[src/design/mlet_pkg.sv]
// Package with the shared types, sizes and codes of the line envelope table.
`default_nettype none
package mlet_pkg;
	localparam int MAX_LINES = 64;
	localparam int IDX_W = $clog2(MAX_LINES);
	localparam int CNT_W = $clog2(MAX_LINES + 1);
	localparam int BP_W = 35;
	localparam int DIV_W = 33;
	localparam logic signed [BP_W-1:0] POS_INF = 35'sd17179869183;
	localparam logic signed [BP_W-1:0] NEG_INF = -35'sd17179869183;

	localparam logic CMD_INSERT = 1'b0;
	localparam logic CMD_QUERY = 1'b1;

	localparam logic [1:0] ST_OK = 2'd0;
	localparam logic [1:0] ST_EMPTY = 2'd1;
	localparam logic [1:0] ST_FULL = 2'd2;

	typedef struct packed {
		logic command;
		logic signed [31:0] slope;
		logic signed [31:0] intercept;
		logic signed [31:0] query_x;
	} req_t;

	typedef struct packed {
		logic signed [63:0] value;
		logic [1:0] status;
	} rsp_t;

	typedef struct packed {
		logic signed [31:0] slope;
		logic signed [31:0] intercept;
		logic signed [BP_W-1:0] breakpoint;
	} entry_t;
endpackage
`default_nettype wire

[src/design/mlet_div.sv]
// Bit-serial signed floor divider for breakpoint computation.
`default_nettype none
module mlet_div (
	input wire logic clk,
	input wire logic arst_n,
	input wire logic start,
	input wire logic signed [mlet_pkg::DIV_W-1:0] num,
	input wire logic signed [mlet_pkg::DIV_W-1:0] den,
	output logic done,
	output logic signed [mlet_pkg::BP_W-1:0] quot
);
	localparam int W = mlet_pkg::DIV_W;
	localparam int CW = $clog2(W + 1);

	logic [W-1:0] quo_q;
	logic [W-1:0] den_q;
	logic [W:0] rem_q;
	logic neg_q;
	logic busy_q;
	logic done_q;
	logic [CW-1:0] cnt_q;
	logic [W:0] trial;
	logic [mlet_pkg::BP_W-1:0] mag;

	assign trial = {rem_q[W-1:0], quo_q[W-1]};

	// Restoring division on magnitudes, one quotient bit per cycle.
	always_ff @(posedge clk or negedge arst_n) begin
		if (!arst_n) begin
			busy_q <= 1'b0;
			done_q <= 1'b0;
			cnt_q <= '0;
		end else begin
			done_q <= 1'b0;
			if (start) begin
				busy_q <= 1'b1;
				cnt_q <= CW'(W);
			end else if (busy_q) begin
				cnt_q <= cnt_q - 1'b1;
				if (cnt_q == CW'(1)) begin
					busy_q <= 1'b0;
					done_q <= 1'b1;
				end
			end
		end
	end

	// Datapath registers.
	always_ff @(posedge clk) begin
		if (start) begin
			quo_q <= num[W-1] ? W'(-num) : num;
			den_q <= den[W-1] ? W'(-den) : den;
			rem_q <= '0;
			neg_q <= num[W-1] ^ den[W-1];
		end else if (busy_q) begin
			if (trial >= {1'b0, den_q}) begin
				rem_q <= trial - {1'b0, den_q};
				quo_q <= {quo_q[W-2:0], 1'b1};
			end else begin
				rem_q <= trial;
				quo_q <= {quo_q[W-2:0], 1'b0};
			end
		end
	end

	// Round toward minus infinity when the signs differ.
	assign mag = {{(mlet_pkg::BP_W - W){1'b0}}, quo_q};
	assign quot = neg_q ? $signed(-mag - {{(mlet_pkg::BP_W-1){1'b0}}, (rem_q != '0)})
		: $signed(mag);
	assign done = done_q;
endmodule
`default_nettype wire

[config.mk]
export PLATFORM = sky130hd
export DESIGN_NAME = mlet_div
export DESIGN_NICKNAME = d
export VERILOG_FILES = /design/src/design/mlet_pkg.sv /design/src/design/mlet_div.sv
export SDC_FILE = /design/constraint.sdc
export NUM_CORES = 1
export LEC_CHECK = 0
export ABC_AREA = 1
export BUFFER_PORTS_ARGS = -buffer_cell sky130_fd_sc_hd__buf_2
export CELL_PAD_IN_SITES_DETAIL_PLACEMENT = 0
export CELL_PAD_IN_SITES_GLOBAL_PLACEMENT = 2
export CORE_UTILIZATION = 36
export DETAILED_ROUTE_END_ITERATION = 10
export HOLD_SLACK_MARGIN = 0.15
export PLACE_DENSITY_LB_ADDON = 0.1
export SLEW_MARGIN = 20
export SYNTH_ARGS = -nofsm -noshare
export SYNTH_HDL_FRONTEND = slang
export SYNTH_SLANG_ARGS = --single-unit
[constraint.sdc]
create_clock -name clk -period 5.07 [get_ports clk]
set_input_delay 0.7605 -clock clk [delete_from_list [all_inputs] [get_ports clk]]
set_output_delay 0.7605 -clock clk [all_outputs]
set_load 0.05 [all_outputs]
; ---- Yosys cells after proc, flatten, opt, wreduce, memory -nomap -nowiden
; Cells that the tools add are included.
[word_totals]
reg_bits = 109
out_inout_bits = 36
word_cells = 34
[classes]
n_addsub = 6
magnitude_cmp = 1
n_eq_ne = 1
muxes = 15
bitwise = 1
n_reduce_logical = 2
[op_table]
columns = operator, count
row1 = $mux 33, 3
row2 = $neg 33->33, 2
row3 = $mux 35, 1
row4 = $neg 33->35, 1
row5 = $sub 35x1->35, 1
row6 = $ge 34x33->1, 1
row7 = $mux 34, 1
row8 = $reduce_bool 34->1, 1
row9 = $sub 34x33->34, 1
row10 = $mux 32, 1
row11 = $mux 6, 2
row12 = $mux 1, 7
row13 = $eq 6x1->1 const B, 1
row14 = $sub 6x1->6 const B, 1
row15 = $reduce_bool 2->1, 1
row16 = $xor 1x1->1, 1

; ---- Longest topological paths before layout
[depth]
depth_word = 4
depth_mapped = 17
mapped_depth_nobuf = 17

; ---- Worst setup path before layout
; No wires, ideal clock.
[synth_timing]
path_type = register -> output
from = register rem_q[16]
to = output quot[13] (netlist name)
t_arrival_ps = 3116
setup_slack_ps = 1194
path_stages_with_launch = 15
path_cell_list = dfxtp_1 -> nor4_1 -> nand4_1 -> nor4_1 -> ha_1 -> ha_1 -> inv_1 -> ha_1 -> o21ai_2 -> nand2_1 -> nand2_1 -> nand2_1 -> nand2_1 -> xnor2_1 -> o21ai_0
[synth_via]
elab_chain_cells = 3
[synth_rtl]
columns = item, line_no
row1 = "start, declared", mlet_div.sv:17  ; logic [W:0] rem_q;
row2 = "start signal, assigned", mlet_div.sv:57  ; rem_q <= trial - {1'b0, den_q};
row3 = "start signal, assigned", mlet_div.sv:60  ; rem_q <= trial;
row4 = $reduce_bool 34->1, mlet_div.sv:68  ; assign quot = neg_q ? $signed(-mag - {{(mlet_pkg::BP_W-1){1'b0}}, (rem_q != '0)})
row5 = $sub 35x1->35, mlet_div.sv:68
row6 = $mux 35, mlet_div.sv:68
row7 = "end, declared", mlet_div.sv:10  ; output logic signed [mlet_pkg::BP_W-1:0] quot
; No other way between the ends.

; ---- Worst setup path after layout
[layout_timing]
from = register rem_q[20]
to = output quot[31] (netlist name)
; The elaborated chain is that of the path after synthesis.

==> summary.md <==
| Metric | Value |
|---|---|
| Worst-Margin Slew | 0.9536 ns |
| Synth Flop Type | edfxtp_1 |
| Post-Synthesis Cells | 1832 |
| # H-tree levels | 3 |
| Fillers | 3474 |
| Postcts setup bufs | 0 |
| Synth unique cells | 50 |
| Final slew viol count | 0 |
| Worst hold slack | 0.2094 ns |
| Power Density | 495.2 mW/mm^2 |
| I/O Pins | 105 |
| Sw Pwr | 3.391 mW |
| Die area | 0.03253 sq mm |
| Overall routing resource usage | 23.43% |
| Root cell of the clock tree | clkbuf_16 |
| Final Hold Fails | 0 |
| R2r setup slk | 1.94 ns |
| Core Region | 0.03091 sq mm |
| Maximum clock frequency | 0.2193 GHz |
| Fin nets | 2058 |
| I/O Buffers | 104 |
| Worst-case reg-to-reg path depth | 13 |
| Total congestion overflow | 0 |
| Total power draw | 6.269 mW |
| Row count | 64 |
| Vias in the first global route | 10.98k |
| Tcrit/Tclk final | 89.96% |
| Routed len/inst | 16.21 um |
| Post-synth EDFFs | 67 |
| Comb pwr share | 66.5% |
| CTS Buf Count | 9 |
| Register bit total from synthesis | 109 |
| First-pass GRT wire length | 60.00 mm |
| Crit Path Max Fanout | 5 |
| Worst r2r dst | rem_q[19] |
| Die X | 180.4 um |
| Max cap viols | 0 |
| TritonCTS clock tree | yes |
| Initial antenna violation count | 0 |
| 1st-iter DRT viols | 757 |
| DIE HEIGHT | 180.4 um |
| Post-CTS Hold Buffers | 0 |
| Worst Setup Start Kind | flop |
| Fin area | 0.01266 sq mm |
| Clock transition at the registers of the reported paths | 0.09 ns |
| Via Count | 11.53k |
| CP endpoint kind | output port |
| Synth top area share | 20.22% |
| Internal | 2.878 mW |
| Tmin final | 4.561 ns |
| Synth area leaders | nand2_1 20%, edfxtp_1 18%, inv_1 9.1% |
| Antenna viol nets, final | 0 |
| Diodes inserted | 0 |
| Hold Path Class | primary input to async pin |
| Worst Path Required | 4.31 ns |
| Final WL | 37.55 mm |
| Synthesis-to-layout area growth | 10.54% |
| Post-route clock skew | 0.01582 ns |
| Share of layout cells above drive strength 1 | 8.802% |
| Largest net degree at the start of global routing | 65 |
| Status | finished, final reports clean |
| Clk network pwr share | 12.7% |
| Commonest non-fill, non-tap cells in the layout | 617 x nand2_1, 279 x inv_1, 144 x nor2_1 |
| Switch share | 54.09% |
| Worst EP arrival | 3.80 ns |
| Ys async rst share | 7.339% |
| Clk_lat worst skew | 0.37 ns |
| DR vias/cell | 4.977 |
| Commonest non-fill, non-tap cell in the layout | nand2_1 |
| Peak supply drop | 0.4494 mV |
| Worst slew margin | 36.27% |
| Avg Cell Area, Syn | 6.252 sq um |
| Pleak | 6.521 nW |
| Synth Cell Area | 0.01145 sq mm |
| RSZ-0062 raised after global routing | no |
| CTS Sinks | 109 |
| Worst Setup Path Type | flop to output port |
| Setup TNS Final | 0 ns |
| Gp weighted congestion | 0.8935 |
| Leading area contributor after synthesis | nand2_1 |
| Dpl cell area | 0.01232 sq mm |
| Number of remaining DRC errors | 0 |
| R2r startpoint | quo_q[32] |
| Final setup violation count | 0 |
| Max Root-Sink Buffers | 2 |
| Initial core utilization | 37.05% |
| Syn. warnings | 0 |
| Post-CTS sizing | 0 |
| Sequential Power Share | 20.8% |
| Hpwl dp | 31.08 mm |
| First-pass DRT Iterations | 5 |
| Register area share after synthesis | 25.26% |
| Synth Net Count | 1975 |
metrics by stage:
step                      util [%]  setup slack [ns]  std cells
after floorplan                  -             1.194       1832
after global placement       39.87            0.9036       2300
after detailed placement     39.87            0.9017       2300
after CTS                    40.96            0.4914       2316
after global routing         40.96            0.1931       2316
final                        40.96            0.5091       2316
cells in the mapped netlist (2+ instances only):
| cell | count |
|---|---|
| o21ai_0 | 88 |
| nand3_1 | 130 |
| a21oi_1 | 76 |
| and2_1 | 6 |
| inv_1 | 279 |
| nand2_4 | 2 |
| xnor2_1 | 38 |
| nor2_2 | 6 |
| nand2_2 | 3 |
| o21ai_2 | 2 |
| buf_12 | 2 |
| clkbuf_1 | 26 |
| o21ai_1 | 4 |
| dfrtp_1 | 8 |
| o21a_1 | 3 |
| nand3_4 | 3 |
| clkinv_1 | 2 |
| ha_1 | 73 |
| nor2_1 | 146 |
| o21bai_1 | 6 |
| dfxtp_1 | 34 |
| buf_2 | 3 |
| nor3_1 | 26 |
| buf_1 | 2 |
| buf_4 | 4 |
| inv_2 | 8 |
| nor4_1 | 14 |
| nand2_1 | 617 |
| o22ai_1 | 5 |
| or2_2 | 8 |
| nand3b_1 | 56 |
| xor2_1 | 37 |
| nand4_1 | 25 |
| o31ai_1 | 4 |
| a31oi_1 | 2 |
| a21o_1 | 2 |
| edfxtp_1 | 67 |
| or2_0 | 2 |
| nor2_4 | 2 |
power groups by stage:
stage | Sequential, mW | Combinational [mW] | Clock [mW]
after CTS | 1.30 | 4.20 | 0.812
final | 1.30 | 4.17 | 0.796
after floorplan | 1.26 | 3.07 | 0
after detailed placement | 1.32 | 4.18 | 0
after global routing | 1.32 | 4.65 | 0.834
after global placement | 1.31 | 4.21 | 0
worst max-delay path, cell delays in order, from the launching register on:
cell     delay, ns
dfxtp_1       0.35
nor4_1        0.46
nand4_1       0.28
nor4_1        0.28
buf_4         0.17
ha_1          0.14
ha_1          0.15
inv_1         0.05
ha_1          0.20
o21ai_2       0.30
nand2_1       0.09
nand2_1       0.12
nand3_1       0.08
nand2_1       0.14
nand2_1       0.09
nand3_1       0.09
nand3_1       0.07
o21ai_0       0.09
buf_2         0.29
how the worst max path moves through the flow:
stage / start / end / slack (ns)
CTS: rem_q[20] / quot[31] / 0.49
global placement: rem_q[20] / quot[33] / 0.90
detailed placement: rem_q[20] / quot[31] / 0.90
finish: rem_q[20] / quot[31] / 0.51
global route: rem_q[20] / quot[31] / 0.19
floorplan: rem_q[16] / quot[13] / 1.19
metal layers:
layer	global-route usage [%]	routed length (um)	vias to the layer above
met5	0	0	-
met4	2.496	167	0
met3	2.769	1374	12
met2	35.15	15270	206
met1	36.40	20740	5273
li1	-	-	6036
logic make-up after synthesis:
group	Yosys count	synth area share, %
AND/OR/NAND/NOR	1053	40.64
AO/OA/AOI/OAI	194	8.991
flip-flops	109	25.26
buffers and inverters	327	11.23
XOR/XNOR	75	5.735
adder cells (fa/ha/maj)	74	8.149
registers in the layout, summed over array words and instances, names as in the netlist:
signal / cells
cnt_q: 6
den_q: 33
neg_q: 1
busy_q: 1
quo_q: 33
rem_q: 34
done: 1
final cells by class:
cell class	instances	area, sq um	share of cell area (%)
Clock buffer	9	225.2	1.779
Clock inverter	7	112.6	0.8894
Inverter	289	1085	8.568
Multi-Input combinational cell	1396	7284	57.54
Sequential cell	109	2893	22.85
Tap cell	396	495.5	3.913
Timing Repair Buffer	110	565.5	4.467
Note: power is estimated with default switching activity, not from simulation.
