$ cat config.mk
export PLATFORM = sky130hd
export DESIGN_NAME = mlet_ram
export DESIGN_NICKNAME = d
export VERILOG_FILES = /design/src/design/mlet_ram.sv
export SDC_FILE = /design/constraint.sdc
export NUM_CORES = 1
export LEC_CHECK = 0
export BUFFER_PORTS_ARGS = -buffer_cell sky130_fd_sc_hd__buf_2
export CAP_MARGIN = 0
export CORE_UTILIZATION = 35
export CTS_CLUSTER_DIAMETER = 40
export DETAILED_ROUTE_END_ITERATION = 12
export PLACE_DENSITY = 0.61
export SYNTH_ARGS = -nofsm -noshare
export SYNTH_HDL_FRONTEND = slang
export SYNTH_SLANG_ARGS = --single-unit
$ cat constraint.sdc
create_clock -name clk -period 1.6 [get_ports clk]
set_input_delay 0.16 -clock clk [delete_from_list [all_inputs] [get_ports clk]]
set_output_delay 0.16 -clock clk [all_outputs]
set_load 0.01 [all_outputs]
$ cat src/design/mlet_ram.sv
// Simple dual-port synchronous RAM with a registered read.
`default_nettype none
module mlet_ram #(
	parameter int WIDTH = 8,
	parameter int DEPTH = 16,
	parameter int AW = 4
) (
	input wire logic clk,
	input wire logic wr_en,
	input wire logic [AW-1:0] wr_addr,
	input wire logic [WIDTH-1:0] wr_data,
	input wire logic [AW-1:0] rd_addr,
	output logic [WIDTH-1:0] rd_data
);
	logic [WIDTH-1:0] mem [DEPTH];

	// One write and one read each cycle.
	always_ff @(posedge clk) begin
		if (wr_en) begin
			mem[wr_addr] <= wr_data;
		end
		rd_data <= mem[rd_addr];
	end
endmodule
`default_nettype wire

# Word level (Yosys, flattened, before mapping)

Memories as Yosys holds them, arrays and structs flattened. A register that Yosys moved wholly into a read port is not among the register bits.
Index checks and enable logic that the tools add are counted.

Muxes and demuxes: 2

Operators by type and width:

| cell             | number |
|---|---|
| 2-to-1 mux 1 bit | 2 |

Logic and storage cells: 3
Input port bits: 18
Memory bits (writable): 128
Memories: 1
Register bits after elaboration: 0

Memory list:

| memory | words | width | read ports | clocked after Yosys merged registers in | wr ports | line | text |
|---|---|---|---|---|---|---|---|
| mem    | 16    | 8     | 1          | 1                                       | 1        | 15   | `logic [WIDTH-1:0] mem [DEPTH];` |

# Depth between registers and ports, before layout

Gate-level depths: netlist of run 1.

Depth after elaboration: 2
Mapped depth: 5
Mapped depth without buffers: 3

# Worst setup path after synthesis of run 1

OpenSTA, ideal clock, no wires.

Path type: in2reg
From: input port wr_addr[2]
To: memory mem[0][0] (enable)
Cell stages on the path: 2
Path slack: -0.053 ns
Data arrival time: 1.270 ns
Path through: or3b_2 -> nor3_1

RTL lines:

| item               | line | text |
|---|---|---|
| start: declaration | 10   | `input wire logic [AW-1:0] wr_addr,` |
| end: declaration   | 15   |  |

No word-level cell before the write port.

==> results.json, run 1 <==
{
  "synth.avg_cell_area_sq_um": 22.5,
  "fp.coreArea_sq_um": 14100,
  "syn-cell-area_sq_um": 5150,
  "grt-ovfl-total": 0,
  "clk_path_buf_depth": 2,
  "grt_pass1_wl_microns": 16400,
  "yosysTopAreaCell": "edfxtp_1",
  "power_density_nw_per_um2": 1390,
  "hpwl_microns": 6840,
  "met2_length_microns": 5220,
  "drcViolationCount": 0,
  "die_area_sq_um": 15200,
  "vdd.ir_drop.worst_mv": 0.902,
  "portBuffers": 25,
  "cp_max_fo": 1,
  "worstMarginPinSlew_ns": 0.779,
  "insertedDiodeCount": 0,
  "synth_enable_flop_cells": 128,
  "dr_total_vias": 2488,
  "hold_path.class": "in -> reg",
  "cp.arrival_ns": 1.65,
  "skew_ns": 0.00828,
  "numCtsBuffers": 17,
  "layout.nets": 305,
  "fmax_ghz": 0.738,
  "cts_root_buffer": "clkbuf_16",
  "cts_sinks": 136,
  "io_pins": 26,
  "synthTopCellsByArea": "edfxtp_1 75%, mux4_2 7.9%, mux4_1 7.1%",
  "nFillCells": 1202,
  "rows": 43,
  "routabilityCongestion": 0.697,
  "ys_seq_area_share_pct": 77.8,
  "dr.pass1.iters": 4,
  "fp.dieH_microns": 123,
  "grt_usage_pct": 15.8,
  "startpoint_type": "flip-flop",
  "grt_max_degree": 27,
  "wl_met3_microns": 742,
  "die_x_microns": 123,
  "cts_tree": "built",
  "setup_viol": 0,
  "critPathKind": "reg -> reg",
  "drv_cap": 0,
  "syn_inst": 229,
  "required_ns": 1.90,
  "setup_total_negative_slack_ns": 0,
  "viasPerCell": 5.18,
  "start_util_pct": 36.5,
  "clk_latency_ns": 0.41,
  "cts_resized": 0,
  "grt_setup_unrepaired": "no",
  "synthMostInstantiatedCell": "edfxtp_1",
  "antenna_found_initial": 0,
  "p_total_w": 0.00872,
  "drtIter0Drc": 120,
  "route.layer.met1.wl_microns": 4440,
  "cp-end-kind": "flip-flop",
  "clkSlewWorstSetupHoldPaths_ns": 0.06,
  "hold_viol_final": 0,
  "postRouteAntennaNets": 0,
  "routedWlPerCell_microns": 21.8,
  "post_route_cells_drive_above_1_share_pct": 32.7,
  "routed.top_layer": "met4",
  "yosys_warnings": 0,
  "yosys_most_used_dff": "edfxtp_1",
  "ys_async_sr_fraction_pct": 0,
  "max_slew_margin_pct": 47.9,
  "syn_to_final_growth_pct": 22.3,
  "reg2reg_slack_ns": 0.24,
  "drt-total-wl_microns": 10500,
  "postCtsSetupRepairBufs": 0,
  "htreeDepth": 4,
  "finalCritPeriodShare_pct": 84.7,
  "slew_viol_final": 0,
  "synth_seq_cells": 136,
  "status": "finished clean",
  "synth_nets": 247,
  "synth_cell_types": 19,
  "grt_pass1_vias": 2679,
  "synth.top_cells.by_count": "128 x edfxtp_1, 18 x mux4_2, 16 x a22oi_1",
  "p_leak_nw": 2.15,
  "ctsHoldBuffers": 0,
  "netlist.area_leader.share_pct": 74.7,
  "min_period_ns": 1.36
}
==> cell families after synthesis <==
logic type      count (synthesis)  share of synthesized area [%]
flops                         136                           77.8
simple gates                   35                           3.18
mux                            32                           15.0
compound gates                 16                           2.33
buf+inv                        10                           1.68
==> cell type report <==
type,count,area (sq um),share of cell area (%)
Sequential cell,136,4000,63.6
Clock buffer,19,433,6.88
Timing Repair Buffer,49,343,5.45
Clock inverter,13,226,3.60
Tap cell,180,225,3.58
Multi-Input combinational cell,83,1060,16.9
==> flip-flops by register name (all words and copies together) (netlist names) <==
register	flops
rd_data	8
mem	128
==> critical path, cell delays in order (launching register included) <==
cell	delay [ns]
edfxtp_1	0.37
mux4_1	0.52
a22oi_1	0.27
nand2_1	0.08
==> per-layer routing <==
layer | global-route usage (%) | vias to the layer above
met4 | 4.44 | 0
met3 | 4.57 | 9
li1 | - | 1093
met2 | 25.3 | 83
met5 | 0 | -
met1 | 20.9 | 1303
==> report_power, final <==
part	switching, W	internal (W)
Combinational	0.000229	0.000172
Sequential	0.0000243	0.00398
Clock	0.00140	0.00291
==> worst paths after layout <==
check	endpoint	start	cells after the start
worst max-delay path	rd_data[2]	mem[2][2]	3
worst min-delay path	mem[14][3]	wr_data[3]	1
worst max register to register	rd_data[2]	mem[2][2]	3
worst min register to register	rd_data[1]	mem[15][1]	3
==> per-stage QoR <==
| stage | hold slack (ns) | setup WS [ns] | cells | util (%) | cell area [sq um] |
|---|---|---|---|---|---|
| 2_1_floorplan | 0.259 | 0.174 | 229 | - | 5150 |
| 3_3_place_gp | 0.557 | -0.0571 | 448 | 40.0 | 5630 |
| 3_5_place_dp | 0.560 | -0.0248 | 448 | 40.0 | 5630 |
| 4_1_cts | 0.123 | 0.221 | 480 | 44.6 | 6290 |
| 5_1_grt | 0.144 | 0.179 | 480 | 44.6 | 6290 |
| 6_report | 0.134 | 0.244 | 480 | 44.6 | 6290 |
==> cell usage in the layout (no fill, tap or decap), types with 2 or more instances in the layout <==
master      netlist  final
buf_4             1     21
clkinv_4          0      2
clkbuf_16         0     17
clkbuf_1          0      2
nor2_1           13     13
nand3b_1          2      2
a22oi_1          16     16
buf_12            0      3
nand2b_1          2      2
nand2_1           9      9
bufinv_16         0      6
nor3_1            4      3
mux4_1           14     14
buf_2             3     25
clkinv_2          0      2
clkinvlp_4        0      2
dfxtp_1           8      8
edfxtp_1        128    128
mux4_2           18     18
No activity file was read; power rests on OpenSTA's default activity.
==> run 2: changes to the inputs <==
--- a/config.mk
+++ b/config.mk
@@ -5,6 +5,7 @@
 export SDC_FILE = /design/constraint.sdc
 export NUM_CORES = 1
 export LEC_CHECK = 0
+export ABC_AREA = 1
 export BUFFER_PORTS_ARGS = -buffer_cell sky130_fd_sc_hd__buf_2
 export CAP_MARGIN = 0
 export CORE_UTILIZATION = 35
==> constraint.sdc (replaced) <==
create_clock -name clk -period 1.1 [get_ports clk]
set_input_delay 0.11 -clock clk [delete_from_list [all_inputs] [get_ports clk]]
set_output_delay 0.11 -clock clk [all_outputs]
set_load 0.01 [all_outputs]
==> results.json, run 2 <==
{
  "status": "finished clean",
  "netlist.area_leader.share_pct": 66.7,
  "setup_viol": 0,
  "drcViolationCount": 0,
  "postCtsSetupRepairBufs": 0,
  "clkSlewWorstSetupHoldPaths_ns": 0.06,
  "synthTopCellsByArea": "edfxtp_1 67%, nand2_1 11%, nand3_1 8.4%",
  "max_stage_delay_ns": 0.36,
  "syn_inst": 551,
  "r2r-end": "rd_data[6]",
  "hold_start": "wr_data[1]",
  "critPathKind": "reg -> reg",
  "viasPerCell": 4.65,
  "largest-register": "mem",
  "skew_ns": 0.00756,
  "start_util_pct": 36.0,
  "fin_util_pct": 43.0,
  "stdcell_count": 830,
  "p_leak_nw": 2.99,
  "hold_end": "mem[0][1]",
  "final_cell_mix": "173 x nand2_1, 128 x edfxtp_1, 100 x inv_1, 96 x nand3_1, 27 x buf_4",
  "grt_usage_pct": 17.2,
  "synth.avg_cell_area_sq_um": 10.5,
  "syn-cell-area_sq_um": 5770,
  "whs_path_depth": 1,
  "cp.arrival_ns": 1.32,
  "rr_worst_depth": 6,
  "dpl.cell_count": 798,
  "yosys_warnings": 0,
  "final-seq-area_sq_um": 4000,
  "numCtsBuffers": 17,
  "cts_sinks": 136,
  "grt_pass1_wl_microns": 21200,
  "rows": 46,
  "synthMostInstantiatedCell": "nand2_1",
  "multiInputGateArea_sq_um": 1220,
  "dr_total_vias": 3857,
  "min_period_ns": 1.02,
  "die_area_sq_um": 17000,
  "grt_max_degree": 45,
  "portBuffers": 25,
  "clk_latency_ns": 0.41,
  "slew_viol_final": 0,
  "r2r-start": "mem[1][6]",
  "synth.top_cells.by_count": "173 x nand2_1, 128 x edfxtp_1, 100 x inv_1",
  "hold_viol_final": 0,
  "crit_top_cell": "nand3_1",
  "htreeDepth": 4,
  "grt_setup_unrepaired": "no",
  "grt_util_met2_pct": 27.5,
  "startpoint_type": "flip-flop",
  "synth_seq_cells": 136,
  "layout_commonest_cell": "nand2_1",
  "yosys_most_used_dff": "edfxtp_1",
  "fmax_ghz": 0.976,
  "ys_async_sr_fraction_pct": 0,
  "cp-end-kind": "flip-flop",
  "postRouteAntennaNets": 0,
  "drv_cap": 0,
  "reg2reg_slack_ns": 0.08,
  "drt-total-wl_microns": 13100,
  "worstMarginPinSlew_ns": 0.421,
  "fin_area_sq_um": 6870,
  "grt-ovfl-total": 0,
  "worstPathCellList": "inv_1, nand2_1, nand3_1, nand3_1, nand3_1, nand2_1",
  "ys_seq_area_share_pct": 69.4,
  "die_x_microns": 130,
  "fp.coreArea_sq_um": 16000,
  "synth_cell_types": 12,
  "yosysTopAreaCell": "edfxtp_1",
  "fp.dieH_microns": 130,
  "cp_max_fo": 1,
  "power_density_nw_per_um2": 1800,
  "nFillCells": 1563,
  "max_slew_margin_pct": 71.9,
  "cts_tree": "built",
  "hpwl_microns": 8420,
  "routedWlPerCell_microns": 15.8,
  "syn_to_final_growth_pct": 19.2,
  "synth_nets": 569,
  "grt.busiest_layer": "met2",
  "dr.pass1.iters": 5,
  "post_route_cells_drive_above_1_share_pct": 14.3,
  "grt_pass1_vias": 3869,
  "place_area_sq_um": 6260,
  "routabilityCongestion": 0.796,
  "layout.nets": 619,
  "drtIter0Drc": 359,
  "synth_enable_flop_cells": 128,
  "insertedDiodeCount": 0,
  "finalCritPeriodShare_pct": 93.1,
  "met1_usage_pct": 22.7,
  "ctsHoldBuffers": 0,
  "hold_path.class": "in -> reg",
  "vdd.ir_drop.worst_mv": 1.13,
  "largest_reg_flops": 128,
  "clk_path_buf_depth": 2,
  "required_ns": 1.40,
  "top_regs": "mem: 128 flops, rd_data: 8 flops",
  "io_pins": 26,
  "critical_path.slowest_cell": "edfxtp_1",
  "met3_usage_pct": 3.90,
  "antenna_found_initial": 0,
  "cts_root_buffer": "clkbuf_16"
}
## run 2: cell types whose count changed after synthesis, moves of 10 or more
cell / change
nand3_1: +96
mux4_1: -14
mux4_2: -18
nand2_1: +164
buf_2: +10
inv_1: +100
a22oi_1: -16
## run 2: cell type report
cell class,count,share of cell area [%]
flip-flops and latches,136,58.2
multi-input cells,289,17.7
clock buffers,23,7.10
repair buffers,55,5.64
inverters,102,5.57
well taps,216,3.93
clock inverters,9,1.78
## run 2: logic make-up (layout without fill, tap and decap cells)
kind of cell           after synthesis  after routing  share of synthesized area [%]
AND/OR/NAND/NOR                    289            289                           21.0
flip-flops                         136            136                           69.4
buffers and inverters              126            189                           9.52
## run 2: report_power, final
part / internal, W / total, W / switching [W]
clock: 0.00379 / 0.00577 / 0.00199
combinational: 0.000238 / 0.000759 / 0.000520
sequential: 0.00580 / 0.00583 / 0.0000337
total: 0.00982 / 0.0124 / 0.00254
## run 2: how the worst max path moves through the flow
stage | startpoint | cells after the start | to | slack (ns)
2_1_floorplan | wr_addr[3] | 2 | mem[4][0] | 0.04
6_report | mem[1][6] | 6 | rd_data[6] | 0.08
3_3_place_gp | rd_addr[0] | 7 | rd_data[7] | -0.07
5_1_grt | mem[11][2] | 6 | rd_data[2] | 0.006
4_1_cts | rd_data[7] | 1 | rd_data[7] | 0.03
3_5_place_dp | rd_addr[0] | 7 | rd_data[2] | -0.11
## run 2: per-layer routing
layer  wire length, microns  part of all wire [%]  vias to the layer above
li1                       -                     -                     1870
met1                   5900                    45                     1837
met2                   6260                    48                      133
met3                    680                   5.2                       17
met4                    283                   2.2                        0
met5                      0                     0                        -
## run 2: timing repair
item	CTS	global route
endpoints found under the setup margin	0	1
endpoints found under the hold margin	0	0
resized for setup	0	1
## run 2: worst max-delay path: cells and delay by family (launching register included)
kind          cells  cell delay [ns]
simple gates      5             0.48
flops             1             0.36
buf+inv           1             0.06
## run 2: metrics by stage
stage                     setup TNS (ns)  hold WS, ns  setup slack (ns)  power, W
after CTS                              0        0.122            0.0346    0.0124
after global routing                   0        0.130           0.00615    0.0127
after floorplan                        0        0.209            0.0392   0.00635
after detailed placement           -1.79        0.509            -0.113   0.00669
final                                  0        0.122            0.0758    0.0124
after global placement             -1.28        0.509           -0.0742   0.00669
